==> src/hw/rtl/fp4_block_scaled_dequant_bf16_macros.svh <==
// ----------------------------------------------------------------------------
// Assertion macros for the FP4 block-scaled dequantiser
// Clocked assertion helpers shared by the RTL that checks itself.
// ----------------------------------------------------------------------------
`ifndef FP4_BLOCK_SCALED_DEQUANT_BF16_MACROS_SVH
`define FP4_BLOCK_SCALED_DEQUANT_BF16_MACROS_SVH

// Property checked on every rising edge, suspended while reset is high.
`define FP4DQ_ASSERT(lbl, clk, rst, prop, msg) \
   lbl: assert property (@(posedge clk) disable iff (rst) prop) else $error(msg);

// Property checked on every rising edge, reset included.
`define FP4DQ_ASSERT_ALWAYS(lbl, clk, prop, msg) \
   lbl: assert property (@(posedge clk) prop) else $error(msg);

`endif

==> src/hw/rtl/fp4dq_pkg.sv <==
`timescale 1ns / 1ps
// ----------------------------------------------------------------------------
// fp4dq_pkg
// Types, constants and helper functions of the FP4 dequantiser.
// ----------------------------------------------------------------------------
package fp4dq_pkg;

   localparam logic [31:0] GLOBAL_SCALE_RESET = 32'h3F80_0000;
   localparam logic [31:0] FP32_DEFAULT_NAN   = 32'hFFC0_0000;
   localparam logic [31:0] FP32_QUIET_BIT     = 32'h0040_0000;
   localparam logic [15:0] BF16_QUIET_BIT     = 16'h0040;
   localparam logic [31:0] BF16_ROUND_HALF    = 32'h0000_8000;
   localparam logic [7:0]  FP32_EXP_MAX       = 8'hFF;
   localparam logic signed [9:0] FP32_BIAS    = 10'sd127;

   // unpacked operand: biased exponent (may go below 1) and normalised mantissa
   typedef struct packed {
      logic signed [9:0] e;
      logic [23:0]       m;
   } fp4dq_unp_type;

   function automatic logic [4:0] lzc24(input logic [23:0] x);
      logic [4:0] n;
      n = 5'd0;
      for (int i = 0; i < 24; i++) begin
         if (x[i]) n = 5'(23 - i);
      end
      return n;
   endfunction

   function automatic fp4dq_unp_type unpack(input logic [31:0] x);
      fp4dq_unp_type u;
      logic [4:0]    lz;
      lz = lzc24({1'b0, x[22:0]});
      if (x[30:23] != 8'd0) begin
         u.e = signed'({2'b00, x[30:23]});
         u.m = {1'b1, x[22:0]};
      end else begin
         u.e = 10'sd1 - signed'({5'b00000, lz});
         u.m = {1'b0, x[22:0]} << lz;
      end
      return u;
   endfunction

   // exact E4M3 value as fp32 bits; all-ones magnitude lands on 480 naturally
   function automatic logic [31:0] decode_e4m3(input logic [7:0] c);
      logic [31:0] mag;
      if (c[6:3] != 4'd0) begin
         mag = {1'b0, 8'(c[6:3] + 8'd120), c[2:0], 20'd0};
      end else begin
         case (c[2:0])
            3'd0:    mag = 32'd0;
            3'd1:    mag = {1'b0, 8'd118, 23'd0};
            3'd2:    mag = {1'b0, 8'd119, 23'd0};
            3'd3:    mag = {1'b0, 8'd119, 23'h40_0000};
            default: mag = {1'b0, 8'd120, c[1:0], 21'd0};
         endcase
      end
      return {c[7], mag[30:0]};
   endfunction

   function automatic logic [31:0] decode_e2m1(input logic [3:0] c);
      logic [31:0] mag;
      if (c[2:1] != 2'd0) begin
         mag = {1'b0, 8'(c[2:1] + 8'd126), c[0], 22'd0};
      end else begin
         mag = c[0] ? 32'h3F00_0000 : 32'd0;
      end
      return {c[3], mag[30:0]};
   endfunction

   // fp32 to bf16, ties away from zero, NaN made quiet
   function automatic logic [15:0] to_bf16(input logic [31:0] u);
      logic [31:0] r;
      r = u + BF16_ROUND_HALF;
      if (u[30:23] == FP32_EXP_MAX && u[22:0] != 23'd0) begin
         return u[31:16] | BF16_QUIET_BIT;
      end
      return r[31:16];
   endfunction

endpackage

==> src/hw/rtl/fp4dq_if.sv <==
`timescale 1ns / 1ps
// ----------------------------------------------------------------------------
// fp4dq channel interfaces
// Valid/ready channels for requests, responses and the scale register.
// ----------------------------------------------------------------------------
interface fp4dq_req_if;
   logic       valid;
   logic       ready;
   logic [7:0] packed_byte;
   logic [7:0] high_scale_code;
   logic [7:0] low_scale_code;
   modport source (output valid, packed_byte, high_scale_code, low_scale_code, input ready);
   modport sink   (input valid, packed_byte, high_scale_code, low_scale_code, output ready);
endinterface

interface fp4dq_rsp_if;
   logic        valid;
   logic        ready;
   logic [15:0] high_value;
   logic [15:0] low_value;
   modport source (output valid, high_value, low_value, input ready);
   modport sink   (input valid, high_value, low_value, output ready);
endinterface

interface fp4dq_csr_if;
   logic        valid;
   logic        ready;
   logic [31:0] data;
   modport source (output valid, data, input ready);
   modport sink   (input valid, data, output ready);
endinterface

==> src/hw/rtl/fp4_block_scaled_dequant_bf16.sv <==
`timescale 1ns / 1ps
// ----------------------------------------------------------------------------
// fp4_block_scaled_dequant_bf16
// Dequantises two E2M1 elements per transfer into two bf16 words.
// ----------------------------------------------------------------------------
// Use:
//  - req carries one packed byte (high nibble first) and an E4M3 block scale
//    for each nibble; rsp returns high_value and low_value as bf16 bits.
//  - csr writes the fp32 global scale; always ready. Write it only while
//    the pipeline is empty. Reset value is 1.0.
//  - Each element: bf16(q * fp32(s * g)); fp32 rounding is nearest even,
//    bf16 rounding is ties away from zero, NaNs come out quiet.
// Timing:
//  - From req transfer to rsp valid, each lane passes through two four-stage
//    fp32 multipliers in series, then the bf16 output register.
//  - Throughput one transfer per cycle while rsp is not stalled; the
//    multiplier stages take a new operand pair on every enabled cycle.
// Reset and stall:
//  - Synchronous reset clears the valid bits and restores the global scale.
//  - A stalled rsp freezes the whole pipeline; req.ready drops only while a
//    result is held and not taken, so nothing is lost or repeated.
// ----------------------------------------------------------------------------
`include "fp4_block_scaled_dequant_bf16_macros.svh"

module fp4_block_scaled_dequant_bf16
   import fp4dq_pkg::*;
(
   input  logic  clock,
   input  logic  reset,
   fp4dq_req_if.sink   req,
   fp4dq_rsp_if.source rsp,
   fp4dq_csr_if.sink   csr
);

   localparam int MulStages = 4;
   localparam int Stages    = 2 * MulStages;

   logic [31:0] global_scale_ff;

   // one enable for every stage: advance unless the output is held
   logic en;
   assign en        = !rsp.valid || rsp.ready;
   assign req.ready = en;
   assign csr.ready = 1'b1;

   always_ff @(posedge clock) begin
      if (reset) begin
         global_scale_ff <= GLOBAL_SCALE_RESET;
      end else if (csr.valid) begin
         global_scale_ff <= csr.data;
      end
   end

   // valid bits travel beside the data
   logic [Stages-1:0] vld_ff, vld_in;
   logic              out_vld_ff;
   assign vld_in = {vld_ff[Stages-2:0], req.valid};

   always_ff @(posedge clock) begin
      if (reset) begin
         vld_ff     <= '0;
         out_vld_ff <= 1'b0;
      end else if (en) begin
         vld_ff     <= vld_in;
         out_vld_ff <= vld_ff[Stages-1];
      end
   end

   // first product: block scale times global scale
   logic [31:0] hs_prod, ls_prod, hi_prod, lo_prod;

   fp4dq_fmul u_hi_scale (
      .clock (clock), .en (en),
      .a (decode_e4m3(req.high_scale_code)), .b (global_scale_ff), .y (hs_prod)
   );
   fp4dq_fmul u_lo_scale (
      .clock (clock), .en (en),
      .a (decode_e4m3(req.low_scale_code)), .b (global_scale_ff), .y (ls_prod)
   );

   // element values wait alongside the first multiplier
   logic [31:0] qh_ff [MulStages];
   logic [31:0] ql_ff [MulStages];

   always_ff @(posedge clock) begin
      if (en) begin
         qh_ff[0] <= decode_e2m1(req.packed_byte[7:4]);
         ql_ff[0] <= decode_e2m1(req.packed_byte[3:0]);
         for (int i = 1; i < MulStages; i++) begin
            qh_ff[i] <= qh_ff[i-1];
            ql_ff[i] <= ql_ff[i-1];
         end
      end
   end

   // second product: element times combined scale
   fp4dq_fmul u_hi_elem (
      .clock (clock), .en (en),
      .a (qh_ff[MulStages-1]), .b (hs_prod), .y (hi_prod)
   );
   fp4dq_fmul u_lo_elem (
      .clock (clock), .en (en),
      .a (ql_ff[MulStages-1]), .b (ls_prod), .y (lo_prod)
   );

   // bf16 output register
   logic [15:0] hi_ff, lo_ff;

   always_ff @(posedge clock) begin
      if (en) begin
         hi_ff <= to_bf16(hi_prod);
         lo_ff <= to_bf16(lo_prod);
      end
   end

   assign rsp.valid      = out_vld_ff;
   assign rsp.high_value = hi_ff;
   assign rsp.low_value  = lo_ff;

   // last stage full and pipeline advancing means a result next cycle
   `FP4DQ_ASSERT(a_last_to_out, clock, reset, (en && vld_ff[Stages-1]) |=> rsp.valid, "result lost at output stage")
   // NaN results always carry the quiet bit
   `FP4DQ_ASSERT(a_hi_quiet, clock, reset, (rsp.valid && rsp.high_value[14:7] == 8'hFF && rsp.high_value[6:0] != 7'd0) |-> rsp.high_value[6], "high NaN not quiet")
   `FP4DQ_ASSERT(a_lo_quiet, clock, reset, (rsp.valid && rsp.low_value[14:7] == 8'hFF && rsp.low_value[6:0] != 7'd0) |-> rsp.low_value[6], "low NaN not quiet")

endmodule

==> src/hw/rtl/fp4dq_fmul.sv <==
`timescale 1ns / 1ps
// ----------------------------------------------------------------------------
// fp4dq_fmul
// Four-stage fp32 multiplier, round to nearest even, gradual underflow.
// ----------------------------------------------------------------------------
module fp4dq_fmul
   import fp4dq_pkg::*;
(
   input  logic        clock,
   input  logic        en,
   input  logic [31:0] a,
   input  logic [31:0] b,
   output logic [31:0] y
);

   // stage A: unpack, special cases
   logic              sa_s_ff, sa_spec_ff;
   logic [31:0]       sa_sw_ff;
   fp4dq_unp_type     sa_a_ff, sa_b_ff;
   logic              sa_s_in, sa_spec_in;
   logic [31:0]       sa_sw_in;
   logic              a_nan, b_nan, a_inf, b_inf, a_zero, b_zero;

   assign a_nan  = (a[30:23] == FP32_EXP_MAX) && (a[22:0] != 23'd0);
   assign b_nan  = (b[30:23] == FP32_EXP_MAX) && (b[22:0] != 23'd0);
   assign a_inf  = (a[30:23] == FP32_EXP_MAX) && (a[22:0] == 23'd0);
   assign b_inf  = (b[30:23] == FP32_EXP_MAX) && (b[22:0] == 23'd0);
   assign a_zero = (a[30:0] == 31'd0);
   assign b_zero = (b[30:0] == 31'd0);
   assign sa_s_in = a[31] ^ b[31];

   always_comb begin
      sa_spec_in = 1'b1;
      if (a_nan)                                     sa_sw_in = a | FP32_QUIET_BIT;
      else if (b_nan)                                sa_sw_in = b | FP32_QUIET_BIT;
      else if ((a_inf && b_zero) || (a_zero && b_inf)) sa_sw_in = FP32_DEFAULT_NAN;
      else if (a_inf || b_inf)                       sa_sw_in = {sa_s_in, FP32_EXP_MAX, 23'd0};
      else if (a_zero || b_zero)                     sa_sw_in = {sa_s_in, 31'd0};
      else begin
         sa_sw_in   = 32'd0;
         sa_spec_in = 1'b0;
      end
   end

   always_ff @(posedge clock) begin
      if (en) begin
         sa_s_ff    <= sa_s_in;
         sa_spec_ff <= sa_spec_in;
         sa_sw_ff   <= sa_sw_in;
         sa_a_ff    <= unpack(a);
         sa_b_ff    <= unpack(b);
      end
   end

   // stage B: mantissa product, exponent sum
   logic              sb_s_ff, sb_spec_ff;
   logic [31:0]       sb_sw_ff;
   logic signed [9:0] sb_e_ff;
   logic [47:0]       sb_p_ff;

   always_ff @(posedge clock) begin
      if (en) begin
         sb_s_ff    <= sa_s_ff;
         sb_spec_ff <= sa_spec_ff;
         sb_sw_ff   <= sa_sw_ff;
         sb_e_ff    <= sa_a_ff.e + sa_b_ff.e - FP32_BIAS;
         sb_p_ff    <= 48'(sa_a_ff.m) * 48'(sa_b_ff.m);
      end
   end

   // stage C: normalise, denormal shift with sticky
   logic              sc_s_ff, sc_spec_ff, sc_ovf_ff, sc_st_ff;
   logic [31:0]       sc_sw_ff;
   logic [7:0]        sc_ef_ff;
   logic [24:0]       sc_t_ff;
   logic [47:0]       norm, shifted;
   logic signed [9:0] e1, sh;
   logic [5:0]        shc;
   logic              lost;

   always_comb begin
      if (sb_p_ff[47]) begin
         norm = sb_p_ff;
         e1   = sb_e_ff + 10'sd1;
      end else begin
         norm = {sb_p_ff[46:0], 1'b0};
         e1   = sb_e_ff;
      end
      sh  = (e1 > 10'sd0) ? 10'sd0 : (10'sd1 - e1);
      shc = (sh > 10'sd48) ? 6'd48 : sh[5:0];
      shifted = norm >> shc;
      lost    = |(norm & ~({48{1'b1}} << shc));
   end

   always_ff @(posedge clock) begin
      if (en) begin
         sc_s_ff    <= sb_s_ff;
         sc_spec_ff <= sb_spec_ff;
         sc_sw_ff   <= sb_sw_ff;
         sc_ovf_ff  <= (e1 >= 10'sd255);
         sc_ef_ff   <= (e1 > 10'sd0) ? e1[7:0] : 8'd0;
         sc_t_ff    <= shifted[47:23];
         sc_st_ff   <= lost | (|shifted[22:0]);
      end
   end

   // stage D: round and pack; carry out of the mantissa bumps the exponent
   logic [31:0] y_ff;
   logic        rnd;
   logic [30:0] mag;

   assign rnd = sc_t_ff[0] & (sc_st_ff | sc_t_ff[1]);
   assign mag = {sc_ef_ff, sc_t_ff[23:1]} + 31'(rnd);

   always_ff @(posedge clock) begin
      if (en) begin
         if (sc_spec_ff)     y_ff <= sc_sw_ff;
         else if (sc_ovf_ff) y_ff <= {sc_s_ff, FP32_EXP_MAX, 23'd0};
         else                y_ff <= {sc_s_ff, mag};
      end
   end

   assign y = y_ff;

endmodule
==> src/flat_wrapper.sv <==
// flat-port wrapper written by rule: the top's interface ports become plain ports
module fp4_block_scaled_dequant_bf16_flat import fp4dq_pkg::*;
  (clock, reset, req_valid, req_packed_byte, req_high_scale_code, req_low_scale_code, req_ready, rsp_valid, rsp_high_value, rsp_low_value, rsp_ready, csr_valid, csr_data, csr_ready);
  fp4dq_req_if req_i ();
  fp4dq_rsp_if rsp_i ();
  fp4dq_csr_if csr_i ();
  input  logic clock;
  input  logic reset;
  input wire logic [$bits(req_i.valid)-1:0] req_valid;
  input wire logic [$bits(req_i.packed_byte)-1:0] req_packed_byte;
  input wire logic [$bits(req_i.high_scale_code)-1:0] req_high_scale_code;
  input wire logic [$bits(req_i.low_scale_code)-1:0] req_low_scale_code;
  output wire logic [$bits(req_i.ready)-1:0] req_ready;
  output wire logic [$bits(rsp_i.valid)-1:0] rsp_valid;
  output wire logic [$bits(rsp_i.high_value)-1:0] rsp_high_value;
  output wire logic [$bits(rsp_i.low_value)-1:0] rsp_low_value;
  input wire logic [$bits(rsp_i.ready)-1:0] rsp_ready;
  input wire logic [$bits(csr_i.valid)-1:0] csr_valid;
  input wire logic [$bits(csr_i.data)-1:0] csr_data;
  output wire logic [$bits(csr_i.ready)-1:0] csr_ready;
  assign req_i.valid = req_valid;
  assign req_i.packed_byte = req_packed_byte;
  assign req_i.high_scale_code = req_high_scale_code;
  assign req_i.low_scale_code = req_low_scale_code;
  assign req_ready = req_i.ready;
  assign rsp_valid = rsp_i.valid;
  assign rsp_high_value = rsp_i.high_value;
  assign rsp_low_value = rsp_i.low_value;
  assign rsp_i.ready = rsp_ready;
  assign csr_i.valid = csr_valid;
  assign csr_i.data = csr_data;
  assign csr_ready = csr_i.ready;
  fp4_block_scaled_dequant_bf16 u_core (.clock(clock), .reset(reset), .req(req_i), .rsp(rsp_i), .csr(csr_i));
endmodule
==> config.mk <==
export PLATFORM = sky130hd
export DESIGN_NAME = fp4_block_scaled_dequant_bf16_flat
export DESIGN_NICKNAME = d
export VERILOG_FILES = /design/src/hw/rtl/fp4dq_pkg.sv /design/src/hw/rtl/fp4dq_if.sv /design/src/hw/rtl/fp4_block_scaled_dequant_bf16.sv /design/src/hw/rtl/fp4dq_fmul.sv /design/src/flat_wrapper.sv
export VERILOG_INCLUDE_DIRS = /design/src /design/src/hw/rtl
export SDC_FILE = /design/constraint.sdc
export NUM_CORES = 2
export LEC_CHECK = 0
export BUFFER_PORTS_ARGS = -buffer_cell sky130_fd_sc_hd__buf_2
export CAP_MARGIN = 30
export CELL_PAD_IN_SITES_DETAIL_PLACEMENT = 1
export CELL_PAD_IN_SITES_GLOBAL_PLACEMENT = 1
export CORE_UTILIZATION = 45
export CTS_CLUSTER_DIAMETER = 50
export CTS_CLUSTER_SIZE = 14
export DETAILED_ROUTE_END_ITERATION = 8
export GPL_TIMING_DRIVEN = 0
export HOLD_SLACK_MARGIN = 0.12
export PLACE_DENSITY = 0.76
export SLEW_MARGIN = 20
export SYNTH_ARGS = -nofsm -noshare
export SYNTH_HDL_FRONTEND = slang
export SYNTH_SLANG_ARGS = --single-unit
export TNS_END_PERCENT = 30
==> constraint.sdc <==
create_clock -name clock -period 30.1 [get_ports clock]
set_input_delay 3.01 -clock clock [delete_from_list [all_inputs] [get_ports clock]]
set_output_delay 3.01 -clock clock [all_outputs]
set_load 0.03 [all_outputs]
======== Word-level counts from Yosys, hierarchy flattened ========
Memory sizes are Yosys's and may differ from the RTL's.
Cells that the tools add are included.
word-level totals
  register bits ........................... 1,208
  bits of input ports ..................... 61
  memories kept ........................... 2
  memory bits (writable) .................. 256
memories
  name          words  bits a word  rd ports  clocked after memory_dff  wr ports  RTL line                             source
  u_core.qh_ff  4      32           4         0                         4         fp4_block_scaled_dequant_bf16.sv:82  logic [31:0] qh_ff [MulStages];
  u_core.ql_ff  4      32           4         0                         4         fp4_block_scaled_dequant_bf16.sv:83  logic [31:0] ql_ff [MulStages];
operators by class
  equal/unequal tests ..................... 15
  add/subtract/negate cells ............... 33
  order comparisons ....................... 12
  reductions and logical operators ........ 90
  mux-type cells .......................... 243
  multipliers ............................. 4
  bitwise logic cells ..................... 24
  shifts and indexed selects .............. 15
operator list
  operator                                                             count
  32-bit 2-to-1 mux                                                    31
  5-bit 2-to-1 mux                                                     168
  31-bit 2-to-1 mux                                                    10
  30-bit case mux with 4 select lines                                  2
  31-bit zero test                                                     7
  23-bit nonzero test                                                  9
  48-bit AND                                                           4
  24-bit by 24-bit multiplier with 48-bit output                       4
  48-bit 2-to-1 mux                                                    4
  48-bit inverter                                                      4
  48-bit OR reduction                                                  4
  48-bit by 6-bit << shifter with 48-bit output, first input constant  4
  48-bit by 6-bit right shift with 47-bit output                       4
  23-bit by 5-bit << shifter with 24-bit output                        7
  23-bit zero test                                                     7
  31-bit by 1-bit adder with 31-bit output                             4
  23-bit OR reduction                                                  4
  10-bit 2-to-1 mux                                                    8
  8-bit == test, second input constant                                 9
  32-bit by 16-bit adder with 32-bit output, second input constant     2
  16-bit 2-to-1 mux                                                    4
  30-bit 2-to-1 mux                                                    2
  8-bit nonzero test                                                   7
  1-bit by 5-bit subtractor with 6-bit output, first input constant    7
  24 further kinds                                                     120

======== Longest topological paths before layout ========
  depth after elaboration ................. 29
  mapped depth ............................ 27

======== By module ========
Synthesis repeated with hierarchy kept, for this count alone.
unflattened totals
  cell total of the unflattened synthesis .. 15,647
  area, all modules ....................... 150,948.5 µm²
by module, submodules not included
  module                           area an instance (µm²)  times used  cells an instance
  fp4dq_fmul at u_core.u_lo_elem   36,952.9                1           3,874
  fp4dq_fmul at u_core.u_hi_elem   36,490.0                1           3,800
  fp4dq_fmul at u_core.u_hi_scale  36,445.0                1           3,764
  fp4dq_fmul at u_core.u_lo_scale  36,336.1                1           3,805
  fp4_block_scaled_dequant_bf16    4,724.5                 1           404

======== Worst setup path after synthesis ========
No wires, ideal clock.
  kind .................................... input port to flip-flop
  start ................................... in rsp_ready
  end ..................................... mem u_core.qh_ff[0][22] (enable)
  path slack .............................. 0.016 ns
  path buffers ............................ 1
  stages on the path ...................... 3
  data arrival time ....................... 22.135 ns
  cell sequence ........................... nor2b_1 clkbuf_1 clkinv_1
RTL lines
  what         RTL line                             source
  from (decl)  flat_wrapper.sv:17                   input wire logic [$bits(rsp_i.ready)-1:0] rsp_ready;
  to (decl)    fp4_block_scaled_dequant_bf16.sv:82

======== Final worst setup path ========
  start ................................... in rsp_ready
  end ..................................... out req_ready
between the ends
  cells in the longest elaborated chain, start to end .. 1
RTL lines
  what              RTL line                             source
  1-bit logical OR  fp4_block_scaled_dequant_bf16.sv:42  assign en = !rsp.valid || rsp.ready;
  to (decl)         flat_wrapper.sv:13                   output wire logic [$bits(req_i.ready)-1:0] req_ready;
Every way passes these cells.

==> run summary <==
The tree built by TritonCTS fans out to 1064 sinks. In this run, the number of DRC markers left after iteration 0 of detailed routing was 3908. The die boundary width is 396.6 um. STA classifies the critical path startpoint as an input port. Summing the sequential cell areas from Yosys gives 45.02% of the chip area. TritonCTS built the clock tree.

The category of the most critical setup path is in2out. Pin placement for this block handled 96 I/O pins. The number of placed instances, taps included, is 8703. Buffers inserted during clock tree synthesis total 118. The post-layout instance area is 77400 um^2.

The slew at the pin closest to its max-slew limit came out at 1034 ps. The largest total area in the synthesized netlist belongs to sky130_fd_sc_hd__edfxtp_1. The core area came out at 154200 um^2. The number of failing hold endpoints at the final stage is 0. The number of routed nets with antenna violations came out at 0. The global placer's final weighted congestion is 0.9806.

The total of cells resized after clock tree synthesis came out at 0. The HPWL after detailed placement came out at 165000 um. The count of placed standard cells in the final layout, fillers left out came out at 8924. Sorting the synthesized cells by how often they occur yields sky130_fd_sc_hd__edfxtp_1, sky130_fd_sc_hd__ha_1, sky130_fd_sc_hd__nand2_1, sky130_fd_sc_hd__nor2_1, sky130_fd_sc_hd__inv_1.

Global routing used 26.72% of the available tracks across all layers. The area of the die is 157300 um^2. The worst register-to-register path has a setup slack of 21530 ps.

By area the synthesized netlist is led by sky130_fd_sc_hd__edfxtp_1, sky130_fd_sc_hd__ha_1, sky130_fd_sc_hd__mux2i_1. The cell leakage power came out at 33.52 nW. The path with the worst hold slack has its endpoint at u_core.u_lo_scale.sc_sw_ff[26]. Along the worst hold path, the cell count comes to 0. Among all flip-flop cells after synthesis, the most frequent one is sky130_fd_sc_hd__edfxtp_1.

For this run, the top clock speed supported by timing is 0.1038 GHz. The largest clock skew in the final design is 87.83 ps. STA classifies the critical path endpoint as an output pin. The share of layout cells above drive strength 1 came out at 7.958%. Setup repair after global routing left no endpoint under its margin. Yosys instantiated no cell more often than sky130_fd_sc_hd__edfxtp_1.

The headroom to the max-slew limit is 29.12%. In this run the most critical hold path is launched from u_core.u_lo_scale.sb_sw_ff[26]. The number of warnings reported in the yosys synthesis log came out at 0. The later pin in the worst-skew pair is clocked with a latency of 770 ps. The largest net degree at the start of global routing came out at 90. The number of iterations in the first detailed-routing pass came out at 9.

The area fraction of the dominant cell type after synthesis is 43.85%. The top fanout value on the critical path came out at 85. The number of nets in the layout is 7540.

The path depth of the worst reg2reg path is 22. The level count of the clock H-tree is 3. The mean post-synth cell area is 10.70 um^2. The number of different library cells in the post-synthesis netlist came out at 115.

The synthesized instance count is 6549. The sum of routed wire length over all layers is 212200 um. In the final layout, the multi-input gates occupy 35550 um^2. After clock tree synthesis, the flow added hold-fix buffers numbering 0. Counting I/O delays and the setup requirement, the final critical path takes 9635 ps.

The total setup violations reported at the end of the flow came out at 0. The power per cell area came out at 88.09 nW/um^2. In this run the vertical extent of the chip is 396.6 um. Data on the critical path is required at its endpoint by 27090 ps. The count of port buffers added during placement came out at 93.

The number of max-slew violations in the final report is 0. The global-route wire length before repair is 327300 um. The peak supply drop came out at 0.00006298 V. Buffers added to address setup during post-CTS repair amount to 0. The tree is rooted in a sky130_fd_sc_hd__clkbuf_16. The synthesized design contains 1023 enable-type register cells. The clock input transition at the sequential cells of the worst setup and hold paths is 70 ps. The starting density of the core came out at 45.42%. The average wire per standard cell is 23.78 um. The post-detailed-placement cell area came out at 73490 um^2. The path class of the tightest hold or removal check is reg2reg.

The ratio of routed vias to standard cells came out at 5.899. The combined area of all synthesized cells came out at 70060 um^2. The initial antenna violation count is 5. The number of global-route vias before repair came out at 55460. The arrival time of the worst setup path is 6620 ps. Summed over all failing endpoints, the final setup total negative slack is 0 ps. The run finished, with violations left. Counting flops and latches in the post-synthesis netlist gives 1064. For this run, design rule violations remaining after detail routing come to 24. The area growth from synthesis to final layout is 10.48%. Global routing finished with a remaining overflow of 0. The area occupied by registers came out at 31540 um^2. The number of filler instances in the final layout is 16820. The post-route fraction of the period consumed by the critical path is 32.01%. In this run the critical register-to-register path is captured at u_core.u_hi_scale.sc_st_ff. In this run the critical register-to-register path is launched from u_core.u_hi_scale.sb_p_ff[47].

The proportion of register bits with asynchronous set or reset after synthesis is 0%. The via count came out at 52640. The max-cap check violation count came out at 0. After floorplanning, the core was divided into 144 placement rows. The checks that failed: DRC. The maximum count of clock buffers along a single path is 3.
## final cells by class
cell class	instances	area share, %
Antenna cell	6	0.01940
Buffer	323	1.768
Clock buffer	141	4.035
Clock inverter	71	0.9699
Inverter	430	2.092
Multi-Input combinational cell	4733	45.93
Sequential cell	1064	40.75
Tap cell	2044	3.304
Timing Repair Buffer	112	1.132
## kinds of logic (layout without fill, tap and decap cells)
family	after synthesis	after routing	share of synthesized area (%)
muxes	372	372	5.842
xor gates and xnor gates	321	321	4.088
buffers and inverters	753	1077	4.258
DFF	1064	1064	45.02
adders and majority gates	699	699	13.57
and+or+nand+nor	2014	2014	14.36
AOI/OAI and AO/OA	1324	1324	12.85
other	2	9	0.01072
## layer usage
layer / global-route usage [%] / vias up / wire [um]
li1: - / 24540 / -
met1: 33.69 / 26390 / 89810
met2: 46.95 / 1295 / 105500
met3: 3.137 / 412 / 8946
met4: 9.646 / 6 / 7889
met5: 0 / - / 39
## where the power goes
part | internal, W | switching [W]
sequential | 0.00195 | 0.000229
combinational | 0.00111 | 0.00210
clock | 0.000791 | 0.000633
total | 0.00386 | 0.00296
## state kept, by name (all words and copies together), names as in the netlist, 28 cells and up
name / flops
u_core.u_hi_scale.y: 32
u_core.u_lo_scale.sa_sw_ff: 32
u_core.u_lo_scale.y: 32
u_core.u_lo_scale.sa_b_ff: 33
u_core.u_lo_scale.sb_p_ff: 28
u_core.u_lo_elem.sa_b_ff: 33
u_core.u_hi_elem.y: 32
u_core.u_hi_elem.sb_sw_ff: 32
u_core.global_scale_ff: 32
u_core.u_lo_scale.sc_sw_ff: 32
u_core.u_hi_scale.sc_sw_ff: 32
u_core.u_lo_scale.sb_sw_ff: 32
u_core.u_lo_elem.sa_sw_ff: 32
u_core.u_hi_scale.sa_sw_ff: 32
u_core.u_lo_elem.sb_sw_ff: 32
u_core.u_hi_elem.sa_b_ff: 33
u_core.u_hi_scale.sb_sw_ff: 32
u_core.u_hi_scale.sb_p_ff: 28
u_core.u_lo_elem.y: 32
u_core.u_hi_elem.sc_sw_ff: 32
u_core.u_hi_elem.sa_sw_ff: 32
u_core.u_lo_elem.sc_sw_ff: 32
## cell usage in the layout (no fill, tap or decap), types with 65 or more instances in the layout
| master | Yosys | layout |
|---|---|---|
| sky130_fd_sc_hd__edfxtp_1 | 1023 | 1023 |
| sky130_fd_sc_hd__a22o_1 | 95 | 95 |
| sky130_fd_sc_hd__nand4_1 | 65 | 65 |
| sky130_fd_sc_hd__mux2_2 | 85 | 85 |
| sky130_fd_sc_hd__clkbuf_1 | 233 | 251 |
| sky130_fd_sc_hd__inv_1 | 422 | 422 |
| sky130_fd_sc_hd__nand3_1 | 153 | 153 |
| sky130_fd_sc_hd__a21oi_1 | 330 | 330 |
| sky130_fd_sc_hd__nor2b_1 | 68 | 68 |
| sky130_fd_sc_hd__buf_2 | 42 | 135 |
| sky130_fd_sc_hd__clkbuf_16 | 0 | 121 |
| sky130_fd_sc_hd__xor2_1 | 100 | 100 |
| sky130_fd_sc_hd__and2_1 | 342 | 342 |
| sky130_fd_sc_hd__nand2_1 | 501 | 501 |
| sky130_fd_sc_hd__nor3_1 | 148 | 147 |
| sky130_fd_sc_hd__ha_1 | 595 | 595 |
| sky130_fd_sc_hd__mux2i_1 | 260 | 259 |
| sky130_fd_sc_hd__nor2_1 | 442 | 442 |
| sky130_fd_sc_hd__o21ai_0 | 224 | 224 |
| sky130_fd_sc_hd__fa_1 | 102 | 102 |
| sky130_fd_sc_hd__xnor2_1 | 215 | 215 |
## worst max-delay path by stage
stage	start	end	slack, ps	cells past startpoint
finish	rsp_ready	req_ready	20470	11
global route	rsp_ready	req_ready	20170	11
CTS	rsp_ready	req_ready	20410	11
detailed placement	rsp_ready	req_ready	20410	11
global placement	rsp_ready	req_ready	-9570	5
floorplan	rsp_ready	u_core.qh_ff[0][22]	20	3
## worst max-delay path, stage by stage
cell                       delay [ps]
sky130_fd_sc_hd__buf_2             80
sky130_fd_sc_hd__nor2b_1           40
sky130_fd_sc_hd__clkbuf_1         250
sky130_fd_sc_hd__clkinv_4         460
sky130_fd_sc_hd__buf_16           350
sky130_fd_sc_hd__buf_16           390
sky130_fd_sc_hd__buf_16           380
sky130_fd_sc_hd__buf_16           380
sky130_fd_sc_hd__buf_16           400
sky130_fd_sc_hd__buf_16           350
sky130_fd_sc_hd__buf_2            280
## stage by stage
stage / power (W) / setup slack (ps) / hold WS (ps) / util (%)
final: 0.006819 / 20470 / 369.3 / 50.19
after global routing: 0.007168 / 20170 / 380.6 / 50.18
after CTS: 0.006799 / 20410 / 363.0 / 50.16
after detailed placement: 0.005344 / 20410 / 405.7 / 47.65
after global placement: 0.005289 / -9575 / 400.7 / 47.39
after floorplan: 0.004275 / 15.94 / 400.3 / -
(Power assumes the default switching activity.)
